===== config.mk =====
export PLATFORM = sky130hd
export DESIGN_NAME = palette_delta_packet_encoder
export DESIGN_NICKNAME = d
export VERILOG_FILES = /design/src/pde_pkg.sv /design/src/pde_front.sv /design/src/pde_fifo.sv /design/src/pde_back.sv /design/src/palette_delta_packet_encoder.sv
export SDC_FILE = /design/constraint.sdc
export NUM_CORES = 1
export LEC_CHECK = 0
export ABC_AREA = 1
export BUFFER_PORTS_ARGS = -buffer_cell sky130_fd_sc_hd__buf_2
export CORE_ASPECT_RATIO = 2
export CORE_UTILIZATION = 35
export CTS_BUF_LIST = sky130_fd_sc_hd__clkbuf_4 sky130_fd_sc_hd__clkbuf_8
export DETAILED_ROUTE_END_ITERATION = 16
export PLACE_DENSITY = 0.58
export SLEW_MARGIN = 15
export SYNTH_ARGS = -nofsm -noshare
export SYNTH_HDL_FRONTEND = slang
export SYNTH_SLANG_ARGS = --single-unit

===== constraint.sdc =====
create_clock -name clk -period 11.5 [get_ports clk]
set_input_delay 0.575 -clock clk [delete_from_list [all_inputs] [get_ports clk]]
set_output_delay 0.575 -clock clk [all_outputs]
set_load 0.01 [all_outputs]

===== src/pde_pkg.sv =====
// Shared constants, step codes and the command type of the palette delta packet encoder.
`default_nettype none
package pde_pkg;

  localparam int MAX_ENTRIES     = 256;
  localparam int IDX_W           = $clog2(MAX_ENTRIES + 1);
  localparam int OFF_W           = 10;
  localparam int BYTE_W          = 8;
  localparam int RUN_W           = 9;
  localparam int BYTES_PER_ENTRY = 3;

  localparam int QDEPTH = 2;
  localparam int QPTR_W = (QDEPTH > 1) ? $clog2(QDEPTH) : 1;
  localparam int QCNT_W = $clog2(QDEPTH + 1);

  // One bit per possible byte write of an item, in emit order.
  localparam int NSTEPS  = 8;
  localparam int STEP_W  = $clog2(NSTEPS);
  localparam logic [STEP_W-1:0] STEP_CLOSE_EARLY = 3'd0;
  localparam logic [STEP_W-1:0] STEP_SKIP        = 3'd1;
  localparam logic [STEP_W-1:0] STEP_RED         = 3'd2;
  localparam logic [STEP_W-1:0] STEP_GREEN       = 3'd3;
  localparam logic [STEP_W-1:0] STEP_BLUE        = 3'd4;
  localparam logic [STEP_W-1:0] STEP_CLOSE_LATE  = 3'd5;
  localparam logic [STEP_W-1:0] STEP_HDR_LO      = 3'd6;
  localparam logic [STEP_W-1:0] STEP_HDR_HI      = 3'd7;

  localparam logic [OFF_W-1:0] OFF_HDR_LO = 10'd0;
  localparam logic [OFF_W-1:0] OFF_HDR_HI = 10'd1;
  localparam logic [OFF_W-1:0] OFF_START  = 10'd2;

  typedef struct packed {
    logic [NSTEPS-1:0] mask;
    logic [OFF_W-1:0]  close_off;
    logic [BYTE_W-1:0] close_val;
    logic [OFF_W-1:0]  skip_off;
    logic [BYTE_W-1:0] skip_val;
    logic [OFF_W-1:0]  rgb_off;
    logic [BYTE_W-1:0] red;
    logic [BYTE_W-1:0] green;
    logic [BYTE_W-1:0] blue;
    logic [BYTE_W-1:0] total;
  } pkt_cmd_t;

endpackage
`default_nettype wire


===== src/pde_front.sv =====
// Front end: classifies each palette entry, keeps the run state, builds a write command.
`default_nettype none
module pde_front
  import pde_pkg::*;
(
  input  wire logic              clk,
  input  wire logic              rst,
  input  wire logic              accept,
  input  wire logic [BYTE_W-1:0] old_red,
  input  wire logic [BYTE_W-1:0] old_green,
  input  wire logic [BYTE_W-1:0] old_blue,
  input  wire logic [BYTE_W-1:0] new_red,
  input  wire logic [BYTE_W-1:0] new_green,
  input  wire logic [BYTE_W-1:0] new_blue,
  input  wire logic              final_entry,
  output logic                   cmd_valid,
  output pkt_cmd_t               cmd
);

  logic             in_change_run, in_change_run_next;
  logic [RUN_W-1:0] skip_run_length, skip_run_length_next;
  logic [RUN_W-1:0] change_run_length, change_run_length_next;
  logic [OFF_W-1:0] count_slot_offset, count_slot_offset_next;
  logic [OFF_W-1:0] next_offset, next_offset_next;
  logic [BYTE_W-1:0] packet_total, packet_total_next;
  logic [IDX_W-1:0] entry_index, entry_index_next;

  logic             same;
  logic             last;
  logic [IDX_W-1:0] idx_inc;
  logic [OFF_W-1:0] rgb_base;
  logic [RUN_W-1:0] chg_base;

  always_comb begin
    same    = (old_red == new_red) && (old_green == new_green) && (old_blue == new_blue);
    idx_inc = entry_index + 1'b1;
    last    = final_entry || (idx_inc >= IDX_W'(MAX_ENTRIES));

    in_change_run_next     = in_change_run;
    skip_run_length_next   = skip_run_length;
    change_run_length_next = change_run_length;
    count_slot_offset_next = count_slot_offset;
    next_offset_next       = next_offset;
    packet_total_next      = packet_total;
    entry_index_next       = idx_inc;
    rgb_base               = next_offset;
    chg_base               = change_run_length;

    cmd           = '0;
    cmd.skip_off  = next_offset;
    cmd.skip_val  = skip_run_length[BYTE_W-1:0];
    cmd.red       = new_red;
    cmd.green     = new_green;
    cmd.blue      = new_blue;

    if (same) begin
      if (in_change_run) begin
        // unchanged entry closes the open change run
        cmd.mask[STEP_CLOSE_EARLY] = 1'b1;
        cmd.close_off              = count_slot_offset;
        cmd.close_val              = change_run_length[BYTE_W-1:0];
        in_change_run_next         = 1'b0;
        skip_run_length_next       = RUN_W'(1);
      end else begin
        skip_run_length_next = skip_run_length + 1'b1;
      end
    end else begin
      if (!in_change_run) begin
        // open a packet: skip byte now, change-count slot reserved
        cmd.mask[STEP_SKIP]    = 1'b1;
        count_slot_offset_next = next_offset + 1'b1;
        rgb_base               = next_offset + OFF_W'(2);
        packet_total_next      = packet_total + 1'b1;
        in_change_run_next     = 1'b1;
        chg_base               = '0;
        skip_run_length_next   = '0;
      end
      cmd.mask[STEP_RED]     = 1'b1;
      cmd.mask[STEP_GREEN]   = 1'b1;
      cmd.mask[STEP_BLUE]    = 1'b1;
      next_offset_next       = rgb_base + OFF_W'(BYTES_PER_ENTRY);
      change_run_length_next = chg_base + 1'b1;
    end
    cmd.rgb_off = rgb_base;
    cmd.total   = packet_total_next;

    if (last) begin
      if (in_change_run_next) begin
        cmd.mask[STEP_CLOSE_LATE] = 1'b1;
        cmd.close_off             = count_slot_offset_next;
        cmd.close_val             = change_run_length_next[BYTE_W-1:0];
      end
      cmd.mask[STEP_HDR_LO]  = 1'b1;
      cmd.mask[STEP_HDR_HI]  = 1'b1;
      in_change_run_next     = 1'b0;
      skip_run_length_next   = '0;
      change_run_length_next = '0;
      count_slot_offset_next = '0;
      next_offset_next       = OFF_START;
      packet_total_next      = '0;
      entry_index_next       = '0;
    end

    // entries that write nothing are not queued
    cmd_valid = accept && (cmd.mask != '0);
  end

  always_ff @(posedge clk) begin
    if (rst) begin
      in_change_run     <= 1'b0;
      skip_run_length   <= '0;
      change_run_length <= '0;
      count_slot_offset <= '0;
      next_offset       <= OFF_START;
      packet_total      <= '0;
      entry_index       <= '0;
    end else if (accept) begin
      in_change_run     <= in_change_run_next;
      skip_run_length   <= skip_run_length_next;
      change_run_length <= change_run_length_next;
      count_slot_offset <= count_slot_offset_next;
      next_offset       <= next_offset_next;
      packet_total      <= packet_total_next;
      entry_index       <= entry_index_next;
    end
  end

endmodule
`default_nettype wire


===== src/pde_fifo.sv =====
// Short command queue between the front end and the write sequencer.
`default_nettype none
module pde_fifo
  import pde_pkg::*;
(
  input  wire logic     clk,
  input  wire logic     rst,
  input  wire logic     wr,
  input  wire pkt_cmd_t wr_data,
  output logic          full,
  input  wire logic     rd,
  output pkt_cmd_t      rd_data,
  output logic          empty
);

  pkt_cmd_t            slots [QDEPTH];
  logic [QPTR_W-1:0]   wr_ptr;
  logic [QPTR_W-1:0]   rd_ptr;
  logic [QCNT_W-1:0]   count;

  assign full    = (count == QCNT_W'(QDEPTH));
  assign empty   = (count == '0);
  assign rd_data = slots[rd_ptr];

  always_ff @(posedge clk) begin
    if (wr) begin
      slots[wr_ptr] <= wr_data;
    end
  end

  always_ff @(posedge clk) begin
    if (rst) begin
      wr_ptr <= '0;
      rd_ptr <= '0;
      count  <= '0;
    end else begin
      if (wr) begin
        wr_ptr <= (wr_ptr == QPTR_W'(QDEPTH - 1)) ? '0 : wr_ptr + 1'b1;
      end
      if (rd) begin
        rd_ptr <= (rd_ptr == QPTR_W'(QDEPTH - 1)) ? '0 : rd_ptr + 1'b1;
      end
      if (wr && !rd) begin
        count <= count + 1'b1;
      end else if (rd && !wr) begin
        count <= count - 1'b1;
      end
    end
  end

endmodule
`default_nettype wire


===== src/pde_back.sv =====
// Back end: walks the head's write mask, one byte write per cycle while popped.
`default_nettype none
module pde_back
  import pde_pkg::*;
(
  input  wire logic          clk,
  input  wire logic          rst,
  input  wire logic          q_empty,
  input  wire pkt_cmd_t      head,
  output logic               q_rd,
  input  wire logic          pop,
  output logic               empty,
  output logic [OFF_W-1:0]   write_offset,
  output logic [BYTE_W-1:0]  write_byte,
  output logic               done_res
);

  logic [NSTEPS-1:0] sent;
  logic [NSTEPS-1:0] pending;
  logic [NSTEPS-1:0] sel;
  logic [STEP_W-1:0] sel_idx;
  logic              out_valid;
  logic              advance;
  logic [OFF_W-1:0]  off_mux;
  logic [BYTE_W-1:0] byte_mux;

  always_comb begin
    pending = head.mask & ~sent;
    sel     = pending & (~pending + 1'b1);
    sel_idx = '0;
    for (int i = NSTEPS - 1; i >= 0; i--) begin
      if (pending[i]) begin
        sel_idx = STEP_W'(i);
      end
    end
    advance = !q_empty && (!out_valid || pop);
    q_rd    = advance && ((pending & ~sel) == '0);

    case (sel_idx)
      STEP_CLOSE_EARLY,
      STEP_CLOSE_LATE: begin
        off_mux  = head.close_off;
        byte_mux = head.close_val;
      end
      STEP_SKIP: begin
        off_mux  = head.skip_off;
        byte_mux = head.skip_val;
      end
      STEP_RED: begin
        off_mux  = head.rgb_off;
        byte_mux = head.red;
      end
      STEP_GREEN: begin
        off_mux  = head.rgb_off + OFF_W'(1);
        byte_mux = head.green;
      end
      STEP_BLUE: begin
        off_mux  = head.rgb_off + OFF_W'(2);
        byte_mux = head.blue;
      end
      STEP_HDR_LO: begin
        off_mux  = OFF_HDR_LO;
        byte_mux = head.total;
      end
      STEP_HDR_HI: begin
        off_mux  = OFF_HDR_HI;
        byte_mux = '0;
      end
      default: begin
        off_mux  = '0;
        byte_mux = '0;
      end
    endcase
  end

  assign empty = !out_valid;

  always_ff @(posedge clk) begin
    if (rst) begin
      out_valid <= 1'b0;
      sent      <= '0;
    end else begin
      if (advance) begin
        out_valid <= 1'b1;
        sent      <= q_rd ? '0 : (sent | sel);
      end else if (pop) begin
        out_valid <= 1'b0;
      end
    end
  end

  always_ff @(posedge clk) begin
    if (advance) begin
      write_offset <= off_mux;
      write_byte   <= byte_mux;
      done_res     <= (sel_idx == STEP_HDR_HI);
    end
  end

endmodule
`default_nettype wire


===== src/palette_delta_packet_encoder.sv =====
// Top level of the palette delta packet encoder: front end, command queue, write sequencer.
`default_nettype none
// Palette delta packet encoder. Push one palette entry per item (old and new RGB, plus
// final_entry on the last entry; the 256th entry of a palette also ends it). Results come
// out as byte writes (write_offset, write_byte) that build a skip/change packet stream:
// a 16-bit little-endian packet count at offsets 0 and 1, then packets of skip byte,
// change-count byte and the new RGB bytes of each changed entry. The change-count byte
// is written when its run ends, so writes are not in address order; the header comes
// last, and done_res marks the header high byte, the final write of a palette. After it
// the next item starts a new palette. Rate: the back end issues one byte write per
// cycle while results are popped, and each entry makes writes as follows: none for an
// unchanged entry inside a skip run (the front end absorbs it and queues nothing), 1 for
// one that closes a change run, 3 or 4 for a changed entry, plus up to 3 on the final
// entry (7 at most). The front end classifies one entry per cycle, while the queue is
// not full, into a two-deep command queue, so input accepts continue while the back end
// drains earlier writes; full only rises when both queue slots hold pending commands.
module palette_delta_packet_encoder
  import pde_pkg::*;
(
  input  wire logic              clk,
  input  wire logic              rst,
  input  wire logic              push,
  output logic                   full,
  input  wire logic [BYTE_W-1:0] old_red,
  input  wire logic [BYTE_W-1:0] old_green,
  input  wire logic [BYTE_W-1:0] old_blue,
  input  wire logic [BYTE_W-1:0] new_red,
  input  wire logic [BYTE_W-1:0] new_green,
  input  wire logic [BYTE_W-1:0] new_blue,
  input  wire logic              final_entry,
  output logic                   empty,
  input  wire logic              pop,
  output logic [OFF_W-1:0]       write_offset,
  output logic [BYTE_W-1:0]      write_byte,
  output logic                   done_res
);

  logic     accept;
  logic     cmd_valid;
  pkt_cmd_t cmd;
  pkt_cmd_t head;
  logic     q_empty;
  logic     q_rd;

  // entry taken whenever the queue has room, even if it produces no writes
  assign accept = push && !full;

  pde_front u_front (
    .clk         (clk),
    .rst         (rst),
    .accept      (accept),
    .old_red     (old_red),
    .old_green   (old_green),
    .old_blue    (old_blue),
    .new_red     (new_red),
    .new_green   (new_green),
    .new_blue    (new_blue),
    .final_entry (final_entry),
    .cmd_valid   (cmd_valid),
    .cmd         (cmd)
  );

  pde_fifo u_fifo (
    .clk     (clk),
    .rst     (rst),
    .wr      (cmd_valid),
    .wr_data (cmd),
    .full    (full),
    .rd      (q_rd),
    .rd_data (head),
    .empty   (q_empty)
  );

  pde_back u_back (
    .clk          (clk),
    .rst          (rst),
    .q_empty      (q_empty),
    .head         (head),
    .q_rd         (q_rd),
    .pop          (pop),
    .empty        (empty),
    .write_offset (write_offset),
    .write_byte   (write_byte),
    .done_res     (done_res)
  );

`ifndef ASSERT_OFF
  // the last write of a palette is always the header high byte, zero
  a_done_is_hdr_hi: assert property (@(posedge clk) disable iff (rst)
    (!empty && done_res) |-> (write_offset == OFF_HDR_HI && write_byte == '0))
    else $error("done_res on a write other than the header high byte");

  // sequencer only retires a command that is present
  a_rd_not_empty: assert property (@(posedge clk) disable iff (rst)
    q_rd |-> !q_empty)
    else $error("command queue read while empty");

  // no write is presented right after reset
  a_empty_after_rst: assert property (@(posedge clk)
    rst |=> empty)
    else $error("result shown right after reset");
`endif

endmodule
`default_nettype wire


== Word-level counts from Yosys, hierarchy flattened ==
Memories as Yosys holds them, arrays and structs flattened. A register that Yosys moved wholly into a read port is not among the register bits.
Cells that the tools add are included.

* Flip-flop bits (word level): 88
* Latch bits: 0
* Memory bits (writable): 172
* ROM bits: 0
* Input port bits: 53
* Memories kept: 1

{| class="wikitable"
|+ Memories
! memory !! depth !! width !! rd ports !! clocked after Yosys merged registers in !! write ports !! line !! RTL
|-
| u_fifo.slots || 2 || 86 || 1 || 1 || 1 || pde_fifo.sv:16 || <nowiki>pkt_cmd_t slots [QDEPTH];</nowiki>
|}

* $add $sub $neg: 14
* Multiply operators: 0
* Div/mod/pow operators: 0
* Magnitude comparators: 1
* Eq/ne operators: 13
* Shift-type cells: 0
* Multiplexer cells: 50
* Bitwise logic cells: 7
* Reduce and logical (&&, ||, !) cells: 24

{| class="wikitable"
|+ Operators with widths
! operator !! count
|-
| 2-to-1 mux 9 bit || 9
|-
| 2-to-1 mux 10 bit || 8
|-
| case mux 10 bit (7 select lines) || 1
|-
| case mux 8 bit (7 select lines) || 1
|-
| 2-to-1 mux 19 bit || 2
|-
| 2-to-1 mux 18 bit || 2
|-
| 2-to-1 mux 8 bit || 4
|-
| adder 10 x 2 -> 10 bit, second input constant || 3
|-
| adder 9 x 1 -> 9 bit, second input constant || 3
|-
| 2-to-1 mux 3 bit || 9
|-
| AND 8 bit || 3
|-
| == test 8 bit || 3
|-
| inverter 8 bit || 3
|-
| adder 10 x 1 -> 10 bit, second input constant || 2
|-
| adder 8 x 1 -> 8 bit, second input constant || 2
|-
| == test 3 bit, second input constant || 4
|-
| 2-to-1 mux 1 bit || 11
|-
| >= comparator 9 bit, second input constant || 1
|-
| logical AND 1 bit || 8
|-
| zero test 8 bit || 1
|-
| OR 8 bit || 1
|-
| nonzero test 8 bit || 1
|-
| == test 3 x 2 -> 1 bit, second input constant || 2
|-
| zero test 1 bit || 5
|-
| other kinds (15) || 20
|}

== Logic depth before layout (Yosys ltp) ==
* Depth in word-level cells: 13
* Gate-level depth with buffers: 16
* Gate-level depth less buffers: 16

== By module ==
From an unflattened synthesis, not the netlist that was laid out.

* Cell total of the unflattened synthesis: 1,416
* Area, all modules: 13,638.1 sq um

{| class="wikitable"
|+ By module, submodules not included
! module !! instances !! cells an instance !! area each (sq um) !! seq. area each (sq um)
|-
| pde_fifo || 1 || 301 || 6,636.4 || 5,265.0
|-
| pde_front || 1 || 797 || 4,750.8 || 1,081.0
|-
| pde_back || 1 || 316 || 2,240.9 || 750.7
|-
| palette_delta_packet_encoder || 1 || 2 || 10.0 || 0.0
|}

== Worst setup path before layout ==
OpenSTA, ideal clock, no wires.

* Path type: register to register
* Start point: reg u_front.entry_index[0]
* End point: mem u_fifo.slots[0][0] (netlist bit), enable pin
* Setup time: 523 ps
* Data arrival time: 4,635 ps
* Required time: 10,977 ps
* Slack: 6,343 ps
* Stages on the path, launching flop included: 10
* Path buffers: 0
* Clock period less this slack: 5,157 ps
* Cells stage by stage: dfxtp_1 > ha_1 > inv_1 > nor3_2 > nand3_1 > nand3b_2 > inv_1 > nand4_1 > nand2_1 > nor2_1

* Longest elaborated chain between the ends: 8

{| class="wikitable"
|+ RTL lines
! item !! line !! RTL
|-
| from (decl) || pde_front.sv:26 || <nowiki>logic [IDX_W-1:0] entry_index, entry_index_next;</nowiki>
|-
| from (signal assigned) || pde_front.sv:124 || <nowiki>entry_index <= entry_index_next;</nowiki>
|-
| adder 9 x 1 -> 9 bit || pde_front.sv:36 || <nowiki>idx_inc = entry_index + 1'b1;</nowiki>
|-
| >= comparator 9 bit || pde_front.sv:37 || <nowiki>last = final_entry || (idx_inc >= IDX_W'(MAX_ENTRIES));</nowiki>
|-
| logical OR 1 bit || pde_front.sv:37 ||
|-
| 2-to-1 mux 3 bit || pde_front.sv:87 || <nowiki>if (last) begin</nowiki>
|-
| nonzero test 8 bit || pde_front.sv:105 || <nowiki>cmd_valid = accept && (cmd.mask != '0);</nowiki>
|-
| logical AND 1 bit || pde_front.sv:105 ||
|-
| 2-to-1 mux 1 bit || pde_fifo.sv:26 || <nowiki>if (wr) begin</nowiki>
|-
| 2-to-1 mux 1 bit (implied by the code) || pde_fifo.sv:27 || <nowiki>slots[wr_ptr] <= wr_data;</nowiki>
|-
| to (decl) || pde_fifo.sv:16 ||
|}

Every way passes these cells.

== Worst setup path in the final report ==
* Start point: reg u_front.entry_index[0]
* End point: mem u_fifo.slots[0][12] (netlist bit), enable pin

The elaborated chain is that of the path after synthesis.

==> flow_results.org <==
** Timing
- The number of pins exceeding their max-slew limit in the final report is 0.
- Total Negative Setup Slacks :: 0 ns
- Hold violation total from the final report :: 0
- Slew Limit Headroom :: a little over two fifths
- Fmax :: about 280 MHz
- At the pin with the least slew margin, the transition time is roughly 0.85 ns.
- Unrepaired setup endpoints after global routing :: false
- Final Worst Setup Slack :: 7.888 ns
- For the finished layout, the period the worst path requires is approximately 3.6 ns.
- The worst path uses between 30% and 40% of the clock period.
- Count of final setup violators :: 0
- The clock arrives with between 0.01 and 0.015 ns of skew.

** Layout
- For this run, the share of the core covered by cells in the final layout is 39.57%.
- Area Growth Syn to Fin :: 11.62%
- Final Instance Area :: 14120 um2
- Fraction of layout cells with a size suffix above 1 :: ~14%
- Nets@finish :: 1583

** Drt
- Using the TritonRoute via totals, the vias-per-cell ratio works out to between 5 and 6.
- In the final routed layout, each cell accounts on average for roughly 16 um.
- For this run, design rule violations remaining after detail routing come to 0.
- Detailed-routing iteration count for the pre-antenna-repair pass :: 5
- Detailed Route WL :: between 30000 and 40000 um
- After the first detailed-routing iteration, the DRC count stood at around 670.
- The detail route stage leaves a number of antenna-violating nets equal to 0.
- Total via count in the routed design :: about 10k

** Synth
- Largest area contributor in the netlist :: sky130_fd_sc_hd__edfxtp_1
- Count of mapped cells out of synthesis :: around 1.5k
- Part of the Yosys area used for sequential elements :: a little over half
- After synthesis, the share of flip-flops with an asynchronous set or reset is 0%.
- The number of nets in the synthesized netlist is about 1.5k.
- Top flip-flop cell by instance count after synthesis :: sky130_fd_sc_hd__edfxtp_1
- After synthesis, the most frequently instantiated cells are 447 x sky130_fd_sc_hd__nand2_1, 183 x sky130_fd_sc_hd__edfxtp_1, 141 x sky130_fd_sc_hd__nand3_1, 116 x sky130_fd_sc_hd__inv_1, 88 x sky130_fd_sc_hd__nor2_1.
- In this run the biggest area consumer among cell types represents between 40% and 50% of the synthesized area.
- Syn Area/Cell :: 8.701 um2
- Top-count cell post-synth :: sky130_fd_sc_hd__nand2_1
- Number of warnings issued by yosys :: 0
- The number of different library cells used by synthesis comes to 50.
- Number of enable-type register cells in the synthesized netlist :: between 150 and 200
- Post-Synthesis Cell Area :: approximately 13000 um2
- Synthesized flop and latch total :: approximately 250
- Biggest area contributors in the synthesized netlist :: sky130_fd_sc_hd__edfxtp_1 43%, sky130_fd_sc_hd__nand2_1 13%, sky130_fd_sc_hd__dfxtp_1 11%, sky130_fd_sc_hd__nand3_1 5.6%, sky130_fd_sc_hd__inv_1 3.4%

** Clocking
- For the worst-skew pair, the clock arrives at the later sink with an insertion delay of ~0.54 ns.
- Once the clock tree was built, the resizer swapped 0 gates to a different size.
- In this run, CTS created clock tree buffers numbering 36.
- H-tree depth :: 2
- Clock Root Buffer :: sky130_fd_sc_hd__clkbuf_8
- Number of buffers inserted for hold repair after clock tree synthesis :: 0
- Maximum clock path buffer count :: 3
- Buffer count from post-CTS setup fixing :: 0
- Clk slew on worst S/H paths :: roughly 0.060 ns
- Num Clock Sinks :: ~250
- TritonCTS clock tree :: built

** Global routing
- Number of global-route vias before repair :: 9824
- After global routing the overflow that remains totals 0.
- The initial antenna violation count came to 2.
- Global-route usage over all layers :: 17.89%
- The first global-routing pass estimated 51290 um of wire.
- Entering global routing, the biggest net connects 70 pins.

** Setup path
- The worst setup path is captured at a flip-flop.
- CP Class :: flip-flop to flip-flop
- In this run the critical register-to-register path is launched from u_front.entry_index[0]$_SDFFE_PP0P_.
- Critical path data arrival time :: approximately 3.8 ns
- Critical R2R Capture :: u_fifo.slots[0][12]$_DFFE_PP_
- Data on the critical path is required at its endpoint by about 12 ns.
- Of all nets on the critical path, the largest fanout is 54.
- Across all register-to-register paths, the minimum setup slack is just under 8 ns.
- Type of element launching the critical path :: flip-flop
- Counting cells, the worst reg-to-reg path comes to 10.

** Place
- Global placer's final weighted congestion :: roughly 0.85
- Input and output buffers added on the ports amount to 73.
- Post-detailed-placement half-perimeter wirelength :: 22880 um
- Prior to clock tree synthesis, the placed netlist has a worst setup slack of about 7.7 ns.
- Area of placed instances :: 13400 um2

** Hold path
- Type of the worst min-delay path :: input port to flip-flop
- The worst hold path begins at new_blue[3].
- Hold Crit Endpoint :: u_fifo.slots[1][11]$_DFFE_PP_
- Counting instances, the worst hold path has a depth of 1.

** Floorplanning
- Placeable core area :: 35680 um2
- Effective utilization at floorplan :: 35.45%
- The die covers between 30000 and 40000 um2.
- During I/O placement, the number of pins put on the boundary was 74.
- Measured along the x axis, the die boundary spans 136.4 um.
- The die is around 270 um tall.
- After floorplanning, the core was divided into slightly below 100 placement rows.

** Status
- Outcome :: completed

** Pwr
- Leakage Power :: ~0.0055 uW
- Power density over the cells :: 147.7 nW/um2
- IR analysis of the VDD net gives a maximum drop of ~0.081 mV.

** Job
- Max-cap violations in this run came to 0.
-- area by class of cell --
| type | instances | area (um2) |
|---|---|---|
| repair buffers | 85 | 455.4 |
| inverters | 126 | 476.7 |
| clock inverters | 12 | 103.9 |
| well taps | 450 | 563.0 |
| flip-flops and latches | 251 | 6858 |
| fillers | 3571 | 21560 |
| diodes | 1 | 2.502 |
| multi-input cells | 1020 | 5050 |
| clock buffers | 49 | 611.8 |
-- placed cells by master (no fill, tap or decap), drive strengths merged --
master / n
xor2: 36
nor4: 2
nand2: 465
buf: 85
o2111a: 1
o32ai: 3
diode: 1
nor3b: 2
clkinv: 11
clkinvlp: 1
o21bai: 2
clkbuf: 49
nor2: 101
nand3: 143
and3: 1
bufinv: 2
nand3b: 7
xnor2: 9
inv: 124
ha: 10
nand4: 9
a211oi: 3
o21ai: 75
or2: 17
o22ai: 4
o31ai: 5
o211ai: 4
o2bb2ai: 1
nor3: 32
dfxtp: 68
edfxtp: 183
a31oi: 3
a21oi: 85
-- power by group --
part	switching, uW	total, uW	internal (uW)
Clock	334	723	389
Combinational	203	285	82.4
Sequential	21.4	1080	1060
-- per-layer routing --
| metal | wire length [um] | vias to the layer above | share of wire [%] | global-route usage [%] |
|---|---|---|---|---|
| met5 | 0 | - | 0 | 0 |
| met4 | 1370 | 0 | 4.2 | 9.152 |
| met3 | 1166 | 66 | 3.6 | 1.705 |
| met2 | 17700 | 234 | 54 | 33.68 |
| met1 | 12320 | 4691 | 38 | 19.19 |
| li1 | - | 4991 | - | - |
-- worst max-delay path, stage by stage (launching register included) --
cell	delay, ns
sky130_fd_sc_hd__dfxtp_1	0.38
sky130_fd_sc_hd__ha_1	0.17
sky130_fd_sc_hd__inv_1	0.08
sky130_fd_sc_hd__nor3_2	0.15
sky130_fd_sc_hd__nand3_1	0.11
sky130_fd_sc_hd__nand3b_2	0.45
sky130_fd_sc_hd__inv_1	0.16
sky130_fd_sc_hd__nand4_1	0.16
sky130_fd_sc_hd__nand2_1	0.12
sky130_fd_sc_hd__nor2_4	0.67
sky130_fd_sc_hd__buf_4	0.74
-- how the worst max path moves through the flow --
stage / from / to / slack (ns) / cells past startpoint
after floorplan: u_front.entry_index[0]$_SDFFE_PP0P_ / u_fifo.slots[0][0]$_DFFE_PP_ / 6.34 / 9
after global placement: new_blue[4] / u_fifo.slots[0][68]$_DFFE_PP_ / 7.75 / 12
after detailed placement: new_blue[4] / u_fifo.slots[0][67]$_DFFE_PP_ / 7.74 / 12
after CTS: u_front.entry_index[0]$_SDFFE_PP0P_ / u_fifo.slots[0][12]$_DFFE_PP_ / 7.85 / 10
after global routing: u_front.entry_index[0]$_SDFFE_PP0P_ / u_fifo.slots[0][24]$_DFFE_PP_ / 7.55 / 10
final: u_front.entry_index[0]$_SDFFE_PP0P_ / u_fifo.slots[0][12]$_DFFE_PP_ / 7.89 / 10
-- registers in the layout, indices dropped and copies added, names as in the netlist, 2 cells and up, named ones only --
| name | flops |
|---|---|
| u_fifo.slots | 164 |
| u_back.write_offset | 10 |
| u_front.count_slot_offset | 10 |
| u_front.next_offset | 10 |
| u_front.entry_index | 9 |
| u_back.sent | 8 |
| u_back.write_byte | 8 |
| u_front.change_run_length | 8 |
| u_front.packet_total | 8 |
| u_front.skip_run_length | 8 |
| u_fifo.count | 2 |
-- through the flow --
step	hold slack, ns	std cells	power [uW]
2_1_floorplan	0.4316	1454	1282
3_3_place_gp	0.4491	1932	1379
3_5_place_dp	0.4515	1932	1386
4_1_cts	0.2298	1993	2112
5_1_grt	0.2428	1994	2181
6_report	0.2627	1994	2085
-- cells by family (layout without fill, tap and decap cells) --
kind of cell             Yosys count  count (layout)  synth area share, %
AO/OA/AOI/OAI                    186             186                8.229
XOR/XNOR                          45              45                3.115
AND/OR/NAND/NOR                  779             779                27.49
other                              0               1                    0
adder cells (fa/ha/maj)           10              10               0.9890
buffers and inverters            183             272                5.974
flip-flops                       251             251                54.20
Power figures use the tool's default switching activity.
